===== config.mk =====
export PLATFORM = sky130hd
export DESIGN_NAME = gtscc_ram
export DESIGN_NICKNAME = d
export VERILOG_FILES = /design/src/hw/rtl/gtscc_ram.sv
export SDC_FILE = /design/constraint.sdc
export NUM_CORES = 1
export LEC_CHECK = 0
export BUFFER_PORTS_ARGS = -buffer_cell sky130_fd_sc_hd__buf_2
export CAP_MARGIN = 20
export CORE_MARGIN = 2
export CORE_UTILIZATION = 48
export CTS_CLUSTER_DIAMETER = 30
export DETAILED_ROUTE_END_ITERATION = 8
export PLACE_DENSITY = 0.67
export SLEW_MARGIN = 20
export SYNTH_ARGS = -nofsm -noshare
export SYNTH_HDL_FRONTEND = slang
export SYNTH_SLANG_ARGS = --single-unit

===== constraint.sdc =====
create_clock -name aclk -period 2.9 [get_ports aclk]
set_input_delay 0.29 -clock aclk [delete_from_list [all_inputs] [get_ports aclk]]
set_output_delay 0.29 -clock aclk [all_outputs]
set_load 0.02 [all_outputs]

===== src/hw/rtl/gtscc_ram.sv =====
// ----------------------------------------------------------------------------
// gtscc_ram: generic simple dual-port RAM
// One write port, one read port with registered read data. A read of the
// address written in the same cycle returns the old contents.
// ----------------------------------------------------------------------------
`default_nettype none

module gtscc_ram #(
    parameter int WIDTH = 8,
    parameter int DEPTH = 16,
    localparam int ADDR_W = (DEPTH > 1) ? $clog2(DEPTH) : 1
) (
    input  wire logic              aclk,
    input  wire logic              wr_en,
    input  wire logic [ADDR_W-1:0] wr_addr,
    input  wire logic [WIDTH-1:0]  wr_data,
    input  wire logic              rd_en,
    input  wire logic [ADDR_W-1:0] rd_addr,
    output logic      [WIDTH-1:0]  rd_data
);

    logic [WIDTH-1:0] mem [DEPTH];
    logic [WIDTH-1:0] rd_data_reg;

    // Write port
    always_ff @(posedge aclk) begin
        if (wr_en) begin
            mem[wr_addr] <= wr_data;
        end
    end

    // Registered read port
    always_ff @(posedge aclk) begin
        if (rd_en) begin
            rd_data_reg <= mem[rd_addr];
        end
    end

    assign rd_data = rd_data_reg;

endmodule

`default_nettype wire


==> qor.csv <==
stage,metric,value,unit
critical_path,path_buf_inv,0,
sta,skew,0.00746,ns
clocking,h-tree-depth,4,
cells_and_area,fin_cells,427,
grt,grt_pass1_vias,2513,
cells_and_area,largest_register_ff_count,128,
power_and_ir_drop,leakagePower,2.05,nW
critical_path,cp.depth,3,
critical_path,reg2regPathDepth,3,
critical_path,critPathLaunchType,flip-flop,
critical_path,rrSetupSlack,1.39,ns
routing,vias,2417,
logic_synthesis,muxShareOfSynthArea,14.8,%
clocking,root_buffer,clkbuf_8,
logic_synthesis,synth-seq-cells,136,
logic_synthesis,yosys_warnings,0,
cells_and_area,drive_above_1_share,28.9,%
critical_path,worst_path_largest_cell_delay,0.50,ns
critical_path,slowest_stage,mux4_1,
flow_run,cap_viol_max_count,0,
logic_synthesis,synth_compound_area_share,2.30,%
floorplan,die_height,108,µm
sta,max_slew.worst_pin.slew,0.934,ns
logic_synthesis,synth_area,5230,µm²
sta,timing.hold.ws,0.129,ns
sta,clock.fmax,661,MHz
grt,grt_max_degree,19,
place,io_buffer_count,26,
critical_path,cp.arrival,1.79,ns
critical_path,critical_path_class,reg2reg,
floorplan,rows,38,
sta,slew_violations,0,
worst_hold_path,worstHoldPathCells,1,
critical_path,cp-end-kind,flip-flop,
grt,antenna_found_initial,0,
place,routabilityCongestion,0.707,
status,status,completed,
grt,grt_usage,18.0,%
logic_synthesis,ys_types,18,
logic_synthesis,syn_nets,248,
logic_synthesis,synthAdderAreaFrac,0,%
floorplan,dieArea,11700,µm²
routing,firstDrtPassIters,4,
clocking,insertion_delay,0.52,ns
cells_and_area,antenna_cells,0,
grt,grt_pass1_wl,14400,µm
routing,drt_iter0_markers,262,
sta,max_slew_margin,37.5,%
logic_synthesis,synth.avg_cell_area,22.8,µm²
logic_synthesis,yosys.area_share.simple,3.14,%
sta,final.setup.worst_slack,1.39,ns
cells_and_area,syn2layout_area_growth,16.6,%
floorplan,ios,27,
sta,hold_viol,0,
worst_hold_path,min-delay-start,rd_en,
grt,grt-ovfl-total,0,
critical_path,cp.required,3.17,ns
logic_synthesis,synth_seq_area_share,78.1,%
sta,timing.final.crit_share,52.2,%
sta,rsz0062_at_grt,no,
critical_path,crit_family,multiplexers,
routing,routed_wl,9500,µm
critical_path,crit_fanout,1,
sta,finalSetupViolCount,0,
clocking,clock_tree.buffer_depth,2,
logic_synthesis,syn-instance-count,229,
clocking,cts_tree,built,
clocking,hold_buffers,0,
critical_path,path_cells,"mux4_1, a22oi_1, nand2_1",
clocking,cts_resized,0,
critical_path,reg2reg_to,rd_data[3]$_DFFE_PP_,
worst_hold_path,holdPathEnd,rd_data[3]$_DFFE_PP_,
routing,viasPerCell,5.66,
clocking,post_cts_buffers,0,
clocking,clk_pin_slew_worst_paths,0.06,ns
clocking,cts_inserted_buffers,17,
place,dp_cells,395,
power_and_ir_drop,ir_drop,340,µV
routing,ant_nets,0,
cells_and_area,final_util,56.7,%
power_and_ir_drop,p_per_area,732,nW/µm²
floorplan,fp.dieW,108,µm
cells_and_area,fin_nets,293,
logic_synthesis,synth-xor-area-share,0,%
sta,timing.setup.tns,0,ns
sta,fin_crit,1.51,ns
logic_synthesis,synth_top_family_by_area,multiplexers,
place,hpwlAfterDp,6170,µm
routing,wl_per_cell,22.3,µm
place,dpl_worst_slack,0.836,ns
routing,drc,0,
worst_hold_path,hp-class,in2reg,
clocking,cts.sinks,136,
floorplan,start_util,48.6,%
critical_path,r2r-start,mem[1][3]$_DFFE_PP_,
floorplan,core,10700,µm²
-- power breakdown --
part	switching, mW	internal (mW)
clock network	0.733	1.29
logic	0.121	0.0822
registers	0.0118	2.22
-- final cells by class --
cell class	count	area, µm²
well taps	140	175
clock inverters	11	130
fillers	787	4650
clock buffers	21	429
repair buffers	36	218
flip-flops and latches	136	4080
multi-input cells	83	1060
-- cell usage after synthesis --
master | number | area [µm²]
edfxtp_1 | 136 | 4080
mux4_2 | 18 | 405
a22oi_1 | 16 | 120
mux4_1 | 14 | 368
nor2_1 | 13 | 48.8
nand2_1 | 9 | 33.8
nor3_1 | 4 | 20.0
buf_2 | 3 | 15.0
buf_6 | 3 | 33.8
clkdlybuf4s25_2 | 3 | 30.0
nand2b_1 | 2 | 12.5
nand3b_1 | 2 | 15.0
and2_1 | 1 | 6.26
and2b_1 | 1 | 7.51
buf_4 | 1 | 7.51
nand3_1 | 1 | 5.00
nor2b_1 | 1 | 6.26
or3b_2 | 1 | 8.76
-- through the flow --
step / total power [mW] / instance area (µm²)
after global routing: 4.59 / 6090
after CTS: 4.48 / 6090
after floorplan: 2.39 / 5230
final: 4.46 / 6090
after global placement: 2.47 / 5530
after detailed placement: 2.48 / 5530
-- layer usage --
metal	track usage, %	vias to the layer above	wire length, µm
met5	0	-	0
met4	8.61	0	206
met3	4.52	19	611
met2	29.1	84	4760
met1	23.0	1243	3920
li1	-	1071	-
-- how the worst max path moves through the flow --
stage | slack, ns | start | endpoint
6_report | 1.39 | mem[1][3]$_DFFE_PP_ | rd_data[3]$_DFFE_PP_
5_1_grt | 1.31 | rd_addr[0] | rd_data[5]$_DFFE_PP_
4_1_cts | 1.36 | mem[1][3]$_DFFE_PP_ | rd_data[3]$_DFFE_PP_
3_5_place_dp | 0.84 | rd_addr[0] | rd_data[5]$_DFFE_PP_
3_3_place_gp | 0.92 | rd_addr[0] | rd_data[5]$_DFFE_PP_
2_1_floorplan | 1.12 | wr_addr[2] | mem[0][0]$_DFFE_PP_
-- kinds of logic after synthesis --
group / count (synthesis)
mux: 32
buf+inv: 10
flops: 136
compound gates: 16
simple gates: 35
-- cells in the final DEF, fill, tap and decap left out, types with 8 or more instances in the layout --
| cell | count |
|---|---|
| mux4_1 | 14 |
| clkinv_2 | 8 |
| edfxtp_1 | 136 |
| buf_4 | 9 |
| nand2_1 | 9 |
| clkbuf_16 | 16 |
| mux4_2 | 18 |
| buf_2 | 26 |
| a22oi_1 | 16 |
| nor2_1 | 13 |
No activity file was read; power rests on OpenSTA's default activity.
