**config.mk**
```make
export PLATFORM = sky130hd
export DESIGN_NAME = gtscc_result_fifo
export DESIGN_NICKNAME = d
export VERILOG_FILES = /design/src/hw/rtl/gtscc_pkg.sv /design/src/hw/rtl/gtscc_result_fifo.sv
export SDC_FILE = /design/constraint.sdc
export NUM_CORES = 1
export LEC_CHECK = 0
export BUFFER_PORTS_ARGS = -buffer_cell sky130_fd_sc_hd__clkbuf_2
export CORE_UTILIZATION = 50
export CTS_BUF_LIST = sky130_fd_sc_hd__clkbuf_16
export DETAILED_ROUTE_END_ITERATION = 12
export HOLD_SLACK_MARGIN = 0.03
export PLACE_DENSITY = 0.71
export SLEW_MARGIN = 20
export SYNTH_ARGS = -nofsm -noshare
export SYNTH_HDL_FRONTEND = slang
export SYNTH_SLANG_ARGS = --single-unit
```
**constraint.sdc**
```tcl
create_clock -name aclk -period 6.4 [get_ports aclk]
set_clock_uncertainty 0.2 [all_clocks]
set_input_delay 1.28 -clock aclk [delete_from_list [all_inputs] [get_ports aclk]]
set_output_delay 1.28 -clock aclk [all_outputs]
set_load 0.05 [all_outputs]
```
**src/hw/rtl/gtscc_pkg.sv**
```systemverilog
// ----------------------------------------------------------------------------
// gtscc_pkg: shared definitions for the three-symbol chain counter
// Sizes, register codes, reset values, line buffer layout and the
// saturating table arithmetic used by the update pipeline.
// ----------------------------------------------------------------------------
`default_nettype none

package gtscc_pkg;

    // Frame limits and count widths
    localparam int MAX_ROWS        = 1024;
    localparam int MAX_COLS        = 1024;
    localparam int COUNT_WIDTH     = 64;
    localparam int SINGLE_WIDTH    = 21;
    localparam int SYM_WIDTH       = 8;
    localparam int SIZE_WIDTH      = 11;
    localparam int CFG_INDEX_WIDTH = 3;
    localparam int CFG_DATA_WIDTH  = 11;

    localparam int ROW_WIDTH = (MAX_ROWS > 1) ? $clog2(MAX_ROWS) : 1;
    localparam int COL_WIDTH = (MAX_COLS > 1) ? $clog2(MAX_COLS) : 1;
    localparam int POS_WIDTH = (ROW_WIDTH > COL_WIDTH) ? ROW_WIDTH : COL_WIDTH;
    // wide enough for a size register, a clamp limit and a position plus one
    localparam int EXT_WIDTH = (SIZE_WIDTH > POS_WIDTH + 1) ? SIZE_WIDTH : POS_WIDTH + 1;

    // Result queue
    localparam int RESULT_DEPTH = 4;
    localparam int RESULT_PTR_W = 2;
    localparam int RESULT_CNT_W = 3;

    // Register indexes
    typedef enum logic [CFG_INDEX_WIDTH-1:0] {
        CFG_ROW_COUNT     = 3'd0,
        CFG_COL_COUNT     = 3'd1,
        CFG_FIRST_SYMBOL  = 3'd2,
        CFG_SECOND_SYMBOL = 3'd3,
        CFG_THIRD_SYMBOL  = 3'd4
    } cfg_index_t;

    // Register reset values
    localparam logic [SIZE_WIDTH-1:0] ROW_COUNT_RESET    = SIZE_WIDTH'(3);
    localparam logic [SIZE_WIDTH-1:0] COL_COUNT_RESET    = SIZE_WIDTH'(3);
    localparam logic [SYM_WIDTH-1:0]  FIRST_SYMBOL_RESET  = SYM_WIDTH'(58);
    localparam logic [SYM_WIDTH-1:0]  SECOND_SYMBOL_RESET = SYM_WIDTH'(45);
    localparam logic [SYM_WIDTH-1:0]  THIRD_SYMBOL_RESET  = SYM_WIDTH'(41);

    typedef logic [COUNT_WIDTH-1:0] count_t;

    // Saturation limits, both held at full count width
    localparam count_t SINGLE_MAX = COUNT_WIDTH'({SINGLE_WIDTH{1'b1}});
    localparam count_t COUNT_MAX  = {COUNT_WIDTH{1'b1}};

    // One line buffer entry: the three table values of one column
    typedef struct packed {
        count_t                  triples;
        count_t                  pairs;
        logic [SINGLE_WIDTH-1:0] singles;
    } line_entry_t;

    localparam int LINE_WIDTH = $bits(line_entry_t);

    // One result item
    typedef struct packed {
        logic   saturated;
        count_t triple_count;
    } result_t;

    // Upper term of a table update, ready to be combined with the left value
    typedef struct packed {
        count_t               v;
        logic [COUNT_WIDTH:0] w;
        logic                 pre_clip;
    } partial_t;

    typedef struct packed {
        count_t value;
        logic   clip;
    } table_out_t;

    // Upper minus diagonal (floored at zero), plus the increment
    function automatic partial_t table_prepare(count_t up, count_t diag, count_t inc,
                                               count_t max);
        partial_t p;
        p.v        = (diag > up) ? '0 : up - diag;
        p.w        = {1'b0, p.v} + {1'b0, inc};
        p.pre_clip = (up >= max) || (inc >= max);
        return p;
    endfunction

    // Add the left value and clip; a sum that reaches the limit before the
    // increment is added counts as a clip too
    function automatic table_out_t table_finish(partial_t p, count_t left, count_t max);
        logic [COUNT_WIDTH:0]   s1;
        logic [COUNT_WIDTH+1:0] s2;
        table_out_t             o;
        s1      = {1'b0, p.v} + {1'b0, left};
        s2      = {1'b0, p.w} + {2'b00, left};
        o.clip  = p.pre_clip || (left >= max) || (s1 >= {1'b0, max}) || (s2 > {2'b00, max});
        o.value = o.clip ? max : s2[COUNT_WIDTH-1:0];
        return o;
    endfunction

endpackage

`default_nettype wire

```
**src/hw/rtl/gtscc_result_fifo.sv**
```systemverilog
// ----------------------------------------------------------------------------
// gtscc_result_fifo: small queue for frame results
// Holds finished results while the receiver stalls, so the update pipeline
// keeps moving. The producer checks the fill count before it commits items.
// ----------------------------------------------------------------------------
`default_nettype none

module gtscc_result_fifo (
    input  wire logic                                aclk,
    input  wire logic                                aresetn,
    input  wire logic                                push,
    input  wire gtscc_pkg::result_t                  push_data,
    output logic                                     out_valid,
    input  wire logic                                out_ready,
    output gtscc_pkg::result_t                       out_data,
    output logic [gtscc_pkg::RESULT_CNT_W-1:0]       fill_count
);

    gtscc_pkg::result_t                     entry_reg [gtscc_pkg::RESULT_DEPTH];
    logic [gtscc_pkg::RESULT_PTR_W-1:0]     wr_ptr_reg, wr_ptr_next;
    logic [gtscc_pkg::RESULT_PTR_W-1:0]     rd_ptr_reg, rd_ptr_next;
    logic [gtscc_pkg::RESULT_CNT_W-1:0]     count_reg, count_next;
    logic                                   pop;

    assign out_valid  = (count_reg != '0);
    assign out_data   = entry_reg[rd_ptr_reg];
    assign fill_count = count_reg;
    assign pop        = out_valid && out_ready;

    // Advance pointers and fill count
    always_comb begin
        wr_ptr_next = push ? wr_ptr_reg + 1'b1 : wr_ptr_reg;
        rd_ptr_next = pop ? rd_ptr_reg + 1'b1 : rd_ptr_reg;
        count_next  = count_reg;
        if (push && !pop) begin
            count_next = count_reg + 1'b1;
        end else if (pop && !push) begin
            count_next = count_reg - 1'b1;
        end
    end

    always_ff @(posedge aclk) begin
        if (!aresetn) begin
            wr_ptr_reg <= '0;
            rd_ptr_reg <= '0;
            count_reg  <= '0;
        end else begin
            wr_ptr_reg <= wr_ptr_next;
            rd_ptr_reg <= rd_ptr_next;
            count_reg  <= count_next;
        end
    end

    // Store pushed results
    always_ff @(posedge aclk) begin
        if (push) begin
            entry_reg[wr_ptr_reg] <= push_data;
        end
    end

endmodule

`default_nettype wire
```
==> results of run 1 <==
kinds of logic after synthesis:
family / after synthesis / share of synthesized area [%]
mux: 67 / 15.0
xor+xnor: 5 / 0.443
buf+inv: 17 / 1.66
fa+ha+maj: 6 / 0.836
simple gates: 13 / 0.823
flops: 269 / 80.9
compound gates: 4 / 0.342
cells in the final DEF, fill, tap and decap left out:
cell and count:
ha_1 5, inv_1 13, xnor2_1 3, o311ai_1 1
clkbuf_16 28, dfxtp_1 7, fa_1 1, bufinv_16 1
clkinv_2 3, mux2i_1 2, clkinv_8 1, o31ai_2 1
xor2_1 2, buf_4 1, mux4_2 65, clkinv_1 4
clkbuf_2 137, o21ai_0 1, dfxtp_4 2, or3_1 2
edfxtp_1 260, nor2b_1 2, and2_1 5, a21boi_0 1
and2_4 4, diode_2 1
Yosys cell counts:
library cell	number
mux4_2	65
xnor2_1	3
o21ai_0	1
o31ai_2	1
buf_12	5
edfxtp_1	260
buf_4	1
o311ai_1	1
or3_1	2
buf_6	1
mux2i_1	2
inv_1	3
fa_1	1
clkbuf_1	1
xor2_1	2
buf_2	6
and2_1	9
a21boi_0	1
dfxtp_1	9
ha_1	5
nor2b_1	2
routing by layer:
metal  track usage, %  vias up  share of wire, %
met5                0        -             0.058
met4             4.98        2               2.0
met3             4.34       33               6.6
met2             30.4      137                51
met1             22.2     2300                40
li1                 -     1935                 -
how the worst max path moves through the flow:
stage                     start                        end  slack [ns]  cells past startpoint
after floorplan            push  entry_reg[0][0]$_DFFE_PP_        2.96                      1
after global placement     flop               out_data[26]        2.54                      3
after detailed placement   flop               out_data[27]        2.53                      3
after CTS                  flop               out_data[27]        1.98                      3
after global routing       flop               out_data[27]        1.81                      3
final                      flop               out_data[27]        2.07                      3
power by group:
part	switching (mW)	leakage, nW	internal [mW]
logic	0.893	1.05	0.446
registers	0.145	2.46	2.04
clock network	0.611	0.437	0.824
total	1.65	3.95	3.31
tightest hold or removal path, stage by stage (launching register included):
cell	delay, ns
dfxtp_1	0.34
mux2i_1	0.14
nor2b_1	0.06
area by class of cell:
type | count | area (µm²)
Inverter | 3 | 11.3
Sequential cell | 269 | 8000
Multi-Input combinational cell | 95 | 1740
Antenna cell | 1 | 2.50
Timing Repair Buffer | 138 | 693
Clock buffer | 28 | 701
Clock inverter | 19 | 114
Fill cell | 1421 | 7820
Tap cell | 265 | 332
==> out/qor.csv, run 1 <==
stage,metric,value,unit
setup_path,critical_path_required,4.92,ns
timing,tns,0,ns
setup_path,crit_fanout,48,
layout,instances_no_fill,818,
setup_path,arrival,2.85,ns
placed_design,dp_hpwl,10.0,mm
drt,drt-initial-drc-count,228,
synth,synth_top_cell_by_area,edfxtp_1,
hold_path,worstHoldEndpoint,wr_ptr_reg[1]$_SDFFE_PN0P_,
clock_network,ctsRootBufferMaster,clkbuf_16,
clock_network,clock-sinks,269,
clock_network,cts_max_level,1,
timing,setup_ws,2.07,ns
setup_path,start_kind,flop,
drt,routedWlPerCell,21.1,µm
layout,fin_nets,610,
timing,slew_violations,0,
timing,fin_hold_ws,0.377,ns
hold_path,hold_class,flop to flop,
die,fp.dieW,143,µm
timing,period_needed,4.33,ns
drt,antenna_left,0,
timing,hold_violations,0,
setup_path,critPathSlowestCell,dfxtp_4,
placed_design,place_ws,2.53,ns
job,maxCapViolCount,0,
setup_path,crit_family,flip-flops,
setup_path,reg2reg_depth,7,
power_and_ir_drop,powerDensity,428,mW/mm²
placed_design,dp.cells,770,
setup_path,path_class,flop to primary output,
setup_path,crit_buf_inv,2,
setup_path,regToRegStartpoint,fill_count[1]$_SDFFE_PN0P_,
setup_path,worst_setup_path_end_kind,primary output,
global_routing,grt_max_degree,66,
clock_network,ctsHoldBuffers,0,
synth,ys_seq_elements,269,
synth,synth_cells,381,
setup_path,critPathMaxStageDelay,0.96,ns
setup_path,r2r-end,fill_count[2]$_SDFFE_PN0P_,
drt,vias,4407,
synth,yosys-top-cells-area,"edfxtp_1 79%, mux4_2 15%, dfxtp_1 1.8%",
placed_design,place.gp.congestion,0.728,
placed_design,io_buffers,137,
synth,yosysTopAreaCellShare,79.0,%
placed_design,place_area,0.0108,mm²
layout,fin_area,0.0116,mm²
hold_path,hold_start,wr_ptr_reg[1]$_SDFFE_PN0P_,
clock_network,cts_buffers,28,
clock_network,clk_latency,0.52,ns
clock_network,cts_tree,yes,
timing,relSlewSlack,29.4,%
global_routing,grt_pass1_wl,26.5,mm
layout,drive_above_1_share,44.0,%
layout,syn_to_final_growth,17.3,%
status,status,completed,
die,start_util,50.9,%
synth,syn_nets,456,
power_and_ir_drop,p_leak,3.95,nW
synth,syn-cell-area,0.00988,mm²
drt,drt_pass1_iterations,4,
power_and_ir_drop,finalPower,4.95,mW
power_and_ir_drop,ir_worst_vdd,0.261,mV
setup_path,rrSetupSlack,4.03,ns
timing,setup-violations-final,0,
drt,avgViaCountPerCell,5.39,
die,rows,51,
layout,utilization,59.7,%
timing,finalCritPeriodShare,67.6,%
synth,ys_warn_count,0,
clock_network,clkSlewWorstSetupHoldPaths,0.05,ns
die,die_h,143,µm
global_routing,grtUsageTotal,17.6,%
global_routing,grt_pass1_vias,4777,
timing,tightestPinTransition,1.06,ns
clock_network,cts_buffer_depth,3,
drt,wl,17.2,mm
clock_network,cts_resized,0,
layout,largest_reg_flops,260,
timing,rsz0062_at_grt,no,
die,core_area,0.0194,mm²
timing,fmax,231,MHz
clock_network,post-cts-setup-buffers,0,
global_routing,antenna_found_initial,1,
synth,syn_area_per_cell,25.9,µm²
drt,drc,0,
synth,synth.yosys.seq_area_share,80.9,%
die,die_area,0.0203,mm²
die,ios,138,
hold_path,min_path_cells,2,
global_routing,grt-ovfl-total,0,
synth,synth_cell_types,21,
setup_path,path_cells,"buf_4, mux4_2, clkbuf_2",
Power figures use the tool's default switching activity.
==> inputs of run 2 (changes only) <==
PLACE_DENSITY = 0.74   (was 0.71)
clock period = 3.5 ns   (was 6.4 ns; I/O delays follow)
==> out/qor.csv, run 2 (synthesized netlist as in run 1, its figures left out) <==
stage,metric,value,unit,change
global_routing,grtUsageTotal,17.4,%,-0.21 points
clock_network,ctsHoldBuffers,0,,unchanged
setup_path,reg2reg_depth,7,,unchanged
drt,vias,4392,,-0.34%
global_routing,grt-ovfl-total,0,,unchanged
setup_path,critPathMaxStageDelay,0.58,ns,-0.38 ns
timing,relSlewSlack,61.3,%,+32 points
clock_network,ctsRootBufferMaster,clkbuf_16,,
layout,nFillCells,1379,,-3.0%
clock_network,clkSlewWorstSetupHoldPaths,0.06,ns,about the same
drt,avgViaCountPerCell,5.32,,-1.3%
die,ios,138,,unchanged
timing,setup-violations-final,0,,unchanged
clock_network,cts_max_level,1,,unchanged
setup_path,worst_setup_path_end_kind,primary output,,
clock_network,clock-sinks,269,,unchanged
global_routing,grtUsageMet2,28.5,%,-1.9 points
timing,tns,0,ns,unchanged
setup_path,critical_path_required,2.60,ns,-2.32 ns
layout,final_cell_mix,"260 x edfxtp_1, 137 x clkbuf_2, 65 x mux4_2",,
layout,largest_reg_flops,260,,unchanged
timing,rsz0062_at_grt,no,,
drt,wl,17.0,mm,-1.3%
timing,fmax,316,MHz,
status,status,completed,,
job,maxCapViolCount,0,,unchanged
drt,drc,0,,unchanged
power_and_ir_drop,powerDensity,783,mW/mm²,+83%
hold_path,hold_class,input pin to flop,,
timing,hold_violations,0,,unchanged
global_routing,grt_max_degree,45,,-32%
timing,setup_ws,0.336,ns,-1.74 ns
die,die_area,0.0203,mm²,unchanged
timing,slew_violations,0,,unchanged
global_routing,grt-busiest-layer,met2,,
drt,drt-initial-drc-count,244,,+7.0%
clock_network,cts_resized,0,,unchanged
clock_network,post-cts-setup-buffers,0,,unchanged
clock_network,cts_tree,yes,,
placed_design,place.gp.congestion,0.681,,-6.5%
die,die_h,143,µm,unchanged
setup_path,regToRegStartpoint,fill_count[1]$_SDFFE_PN0P_,,
setup_path,crit_family,buffers and inverters,,
drt,antenna_left,0,,unchanged
global_routing,grt_pass1_wl,26.0,mm,-1.8%
layout,mostFrequentLayoutCell,edfxtp_1,,
power_and_ir_drop,ir_worst_vdd,0.541,mV,+110%
layout,fin_area,0.0118,mm²,+1.5%
setup_path,arrival,2.26,ns,-0.59 ns
layout,multi_input_area,0.00174,mm²,unchanged
timing,finalCritPeriodShare,90.4,%,
setup_path,start_kind,flop,,
die,core_area,0.0194,mm²,unchanged
hold_path,hold_start,push_data[19],,
drt,drt_pass1_iterations,4,,unchanged
timing,tightestPinTransition,0.580,ns,-0.478 ns
placed_design,io_buffers,137,,unchanged
setup_path,path_cells,"buf_4, mux4_2, clkbuf_2",,
setup_path,crit_buf_inv,2,,unchanged
setup_path,critical_path_depth,3,,unchanged
hold_path,min_path_cells,1,,-1
global_routing,antenna_found_initial,1,,unchanged
layout,seq_area,0.00800,mm²,unchanged
placed_design,dp_hpwl,10.3,mm,+3.4%
placed_design,place_area,0.0109,mm²,+1.1%
setup_path,crit_fanout,19,,-60%
global_routing,gr-usage-met3,4.44,%,+0.10 points
layout,drive_above_1_share,45.9,%,+1.9 points
drt,routedWlPerCell,20.6,µm,-2.3%
placed_design,place_ws,0.826,ns,-1.70 ns
clock_network,cts_buffer_depth,3,,unchanged
die,start_util,50.9,%,unchanged
power_and_ir_drop,finalPower,9.20,mW,+86%
setup_path,path_class,flop to primary output,,
timing,period_needed,3.16,ns,
die,rows,51,,unchanged
power_and_ir_drop,p_leak,4.00,nW,+1.3%
layout,fin_nets,616,,+0.98%
timing,fin_hold_ws,0.209,ns,-0.168 ns
die,fp.dieW,143,µm,unchanged
setup_path,critPathSlowestCell,mux4_2,,
layout,syn_to_final_growth,19.0,%,
clock_network,cts_buffers,26,,-7.1%
global_routing,grtUsageMet1,23.2,%,+1.1 points
global_routing,grt_pass1_vias,4764,,-0.27%
clock_network,clk_latency,0.50,ns,-0.02 ns
-- run 2: changes by cell type in the layout (fill, tap and decap cells not counted), sizes merged --
| cell | change |
|---|---|
| inv | -7 |
| clkinv | +3 |
| buf | +8 |
| clkbuf | +2 |
| clkinvlp | +2 |
-- run 2: final timing paths --
| check | slack [ns] | end |
|---|---|---|
| max | 0.34 | out_data[21] |
| min reg2reg | 0.37 | wr_ptr_reg[1]$_SDFFE_PN0P_ |
| min | 0.21 | entry_reg[2][19]$_DFFE_PP_ |
| max reg2reg | 1.14 | fill_count[2]$_SDFFE_PN0P_ |
-- run 2: final cells by class --
class	count	area share [%]
sequential	269	68.0
clock buffer	30	6.39
multi-input combinational	95	14.8
clock inverter	17	0.958
inverter	3	0.0958
antenna	1	0.0213
tap	265	2.82
timing repair buffer	146	6.94
-- run 2: worst register-to-register path, delay by kind of cell (launching register included) --
family | cells | cell delay [ns]
compound gates | 2 | 0.51
xor+xnor | 1 | 0.18
fa+ha+maj | 2 | 0.63
buf+inv | 1 | 0.06
flops | 1 | 0.39
simple gates | 1 | 0.31
-- run 2: where the power goes --
group,total (mW),internal (mW),leakage (nW),switching [mW]
sequential,3.85,3.72,2.46,0.131
combinational,2.63,0.854,1.11,1.78
clock,2.72,1.61,0.428,1.11
-- run 2: metal layers --
layer  routed length (µm)  part of all wire [%]
met5                    0                     0
met4                  245                   1.4
met3                 1250                   7.3
met2                 8370                    49
met1                 7140                    42
-- run 2: metrics by stage --
stage / instances / utilization (%)
floorplan: 381 / -
global placement: 778 / 56.1
detailed placement: 778 / 56.1
CTS: 825 / 60.6
global route: 825 / 60.6
finish: 826 / 60.6
==> inputs of run 3 (changes only) <==
CORE_MARGIN = 1.5   (was unset)
PLACE_DENSITY = 0.71   (was 0.74)
clock period = 3.6 ns   (was 3.5 ns; I/O delays follow)
==> out/qor.csv, run 3 (synthesized netlist as in run 1, its figures left out) <==
stage,metric,value,unit,change
global_routing,grt_max_degree,54,,+20%
layout,drive_above_1_share,45.4,%,-0.54 points
clock_network,cts_buffer_depth,3,,unchanged
layout,fin_area,0.0117,mm²,about the same
job,maxCapViolCount,0,,unchanged
global_routing,grt_pass1_vias,4719,,-0.94%
clock_network,clock-sinks,269,,unchanged
timing,slew_violations,0,,unchanged
placed_design,place_ws,0.855,ns,+0.0289 ns
timing,hold_violations,0,,unchanged
drt,routedWlPerCell,20.6,µm,about the same
setup_path,start_kind,flop,,
setup_path,arrival,2.29,ns,+0.03 ns
setup_path,worst_setup_path_end_kind,primary output,,
drt,antenna_left,0,,unchanged
layout,n_antenna_cell,0,,-1
drt,avgViaCountPerCell,5.34,,+0.37%
hold_path,hold_start,push_data[14],,
setup_path,r2r-end,fill_count[2]$_SDFFE_PN0P_,,
die,rows,51,,unchanged
timing,tightestPinTransition,0.445,ns,-0.136 ns
timing,fmax,311,MHz,
power_and_ir_drop,powerDensity,761,mW/mm²,-2.7%
global_routing,grt_pass1_wl,26.0,mm,+0.21%
clock_network,clk_latency,0.51,ns,about the same
timing,relSlewSlack,70.3,%,+9.0 points
global_routing,antenna_found_initial,1,,unchanged
clock_network,ctsRootBufferMaster,clkbuf_16,,
status,status,completed,,
power_and_ir_drop,p_leak,3.99,nW,-0.16%
layout,mostFrequentLayoutCell,edfxtp_1,,
clock_network,clkSlewWorstSetupHoldPaths,0.06,ns,about the same
layout,final_cell_mix,"260 x edfxtp_1, 137 x clkbuf_2, 65 x mux4_2",,
power_and_ir_drop,ir_worst_vdd,0.584,mV,+8.0%
clock_network,cts_buffers,26,,unchanged
setup_path,reg2reg_depth,7,,unchanged
layout,fin_nets,616,,unchanged
setup_path,regToRegStartpoint,fill_count[1]$_SDFFE_PN0P_,,
die,start_util,50.9,%,unchanged
layout,largest_reg_flops,260,,unchanged
drt,wl,17.0,mm,-0.18%
layout,instances_no_fill,825,,-0.12%
timing,period_needed,3.21,ns,
timing,setup_ws,0.386,ns,+0.0498 ns
setup_path,path_class,flop to primary output,,
die,die_area,0.0206,mm²,+1.4%
die,core_area,0.0194,mm²,unchanged
die,fp.dieW,144,µm,+0.70%
timing,finalCritPeriodShare,89.3,%,
hold_path,worstHoldEndpoint,entry_reg[1][14]$_DFFE_PP_,,
timing,tns,0,ns,unchanged
placed_design,place.gp.congestion,0.709,,+4.1%
drt,drt-initial-drc-count,229,,-6.1%
clock_network,ctsHoldBuffers,0,,unchanged
drt,vias,4403,,+0.25%
clock_network,post-cts-setup-buffers,0,,unchanged
placed_design,dp_hpwl,10.3,mm,-0.10%
clock_network,cts_tree,yes,,
setup_path,rrSetupSlack,1.24,ns,+0.10 ns
timing,setup-violations-final,0,,unchanged
clock_network,cts_resized,0,,unchanged
clock_network,cts_max_level,1,,unchanged
die,ios,138,,unchanged
die,die_h,144,µm,+0.70%
placed_design,dp.cells,778,,unchanged
timing,rsz0062_at_grt,no,,
drt,drc,0,,unchanged
placed_design,place_area,0.0109,mm²,+0.11%
global_routing,grtUsageTotal,17.0,%,-0.35 points
layout,syn_to_final_growth,18.9,%,about the same
drt,drt_pass1_iterations,4,,unchanged
hold_path,hold_class,input pin to flop,,
global_routing,grt-ovfl-total,0,,unchanged
setup_path,crit_fanout,22,,+3
hold_path,min_path_cells,1,,unchanged
setup_path,critical_path_required,2.68,ns,+0.08 ns
placed_design,io_buffers,137,,unchanged
run 3: cell type report:
| class | count | area (µm²) |
|---|---|---|
| multi-input cells | 95 | 1740 |
| inverters | 3 | 11.3 |
| fillers | 1425 | 7650 |
| flip-flops and latches | 269 | 8000 |
| clock buffers | 27 | 676 |
| clock inverters | 20 | 166 |
| repair buffers | 146 | 828 |
| well taps | 265 | 332 |
run 3: critical path, stage by stage (launching register included):
cell and delay (ns):
dfxtp_4 0.64, buf_4 0.33, mux4_2 0.55, clkbuf_2 0.26
run 3: how the worst max path moves through the flow:
stage | startpoint | end | slack [ns] | cells after the start
final | flop | out_data[7] | 0.39 | 3
after global routing | flop | out_data[11] | 0.22 | 3
after CTS | flop | out_data[7] | 0.29 | 3
after detailed placement | flop | out_data[7] | 0.86 | 3
after global placement | flop | out_data[0] | 0.87 | 3
after floorplan | push | entry_reg[0][0]$_DFFE_PP_ | 0.72 | 1
run 3: layer usage:
metal	global-route usage, %	wire (µm)
met4	4.30	284
met2	30.0	8900
met1	21.5	6770
met3	3.83	1010
met5	0	13
run 3: stage by stage:
step,hold WS [ns],power (mW),utilization (%)
after floorplan,0.328,5.94,-
after global placement,0.322,6.40,56.2
after detailed placement,0.369,6.43,56.2
after CTS,0.195,9.06,60.5
after global routing,0.203,9.29,60.5
final,0.220,8.94,60.5
run 3: report_power, final:
group	internal, mW	total [mW]	switching (mW)
Sequential	3.62	3.76	0.144
Combinational	0.843	2.55	1.71
Clock	1.56	2.63	1.07
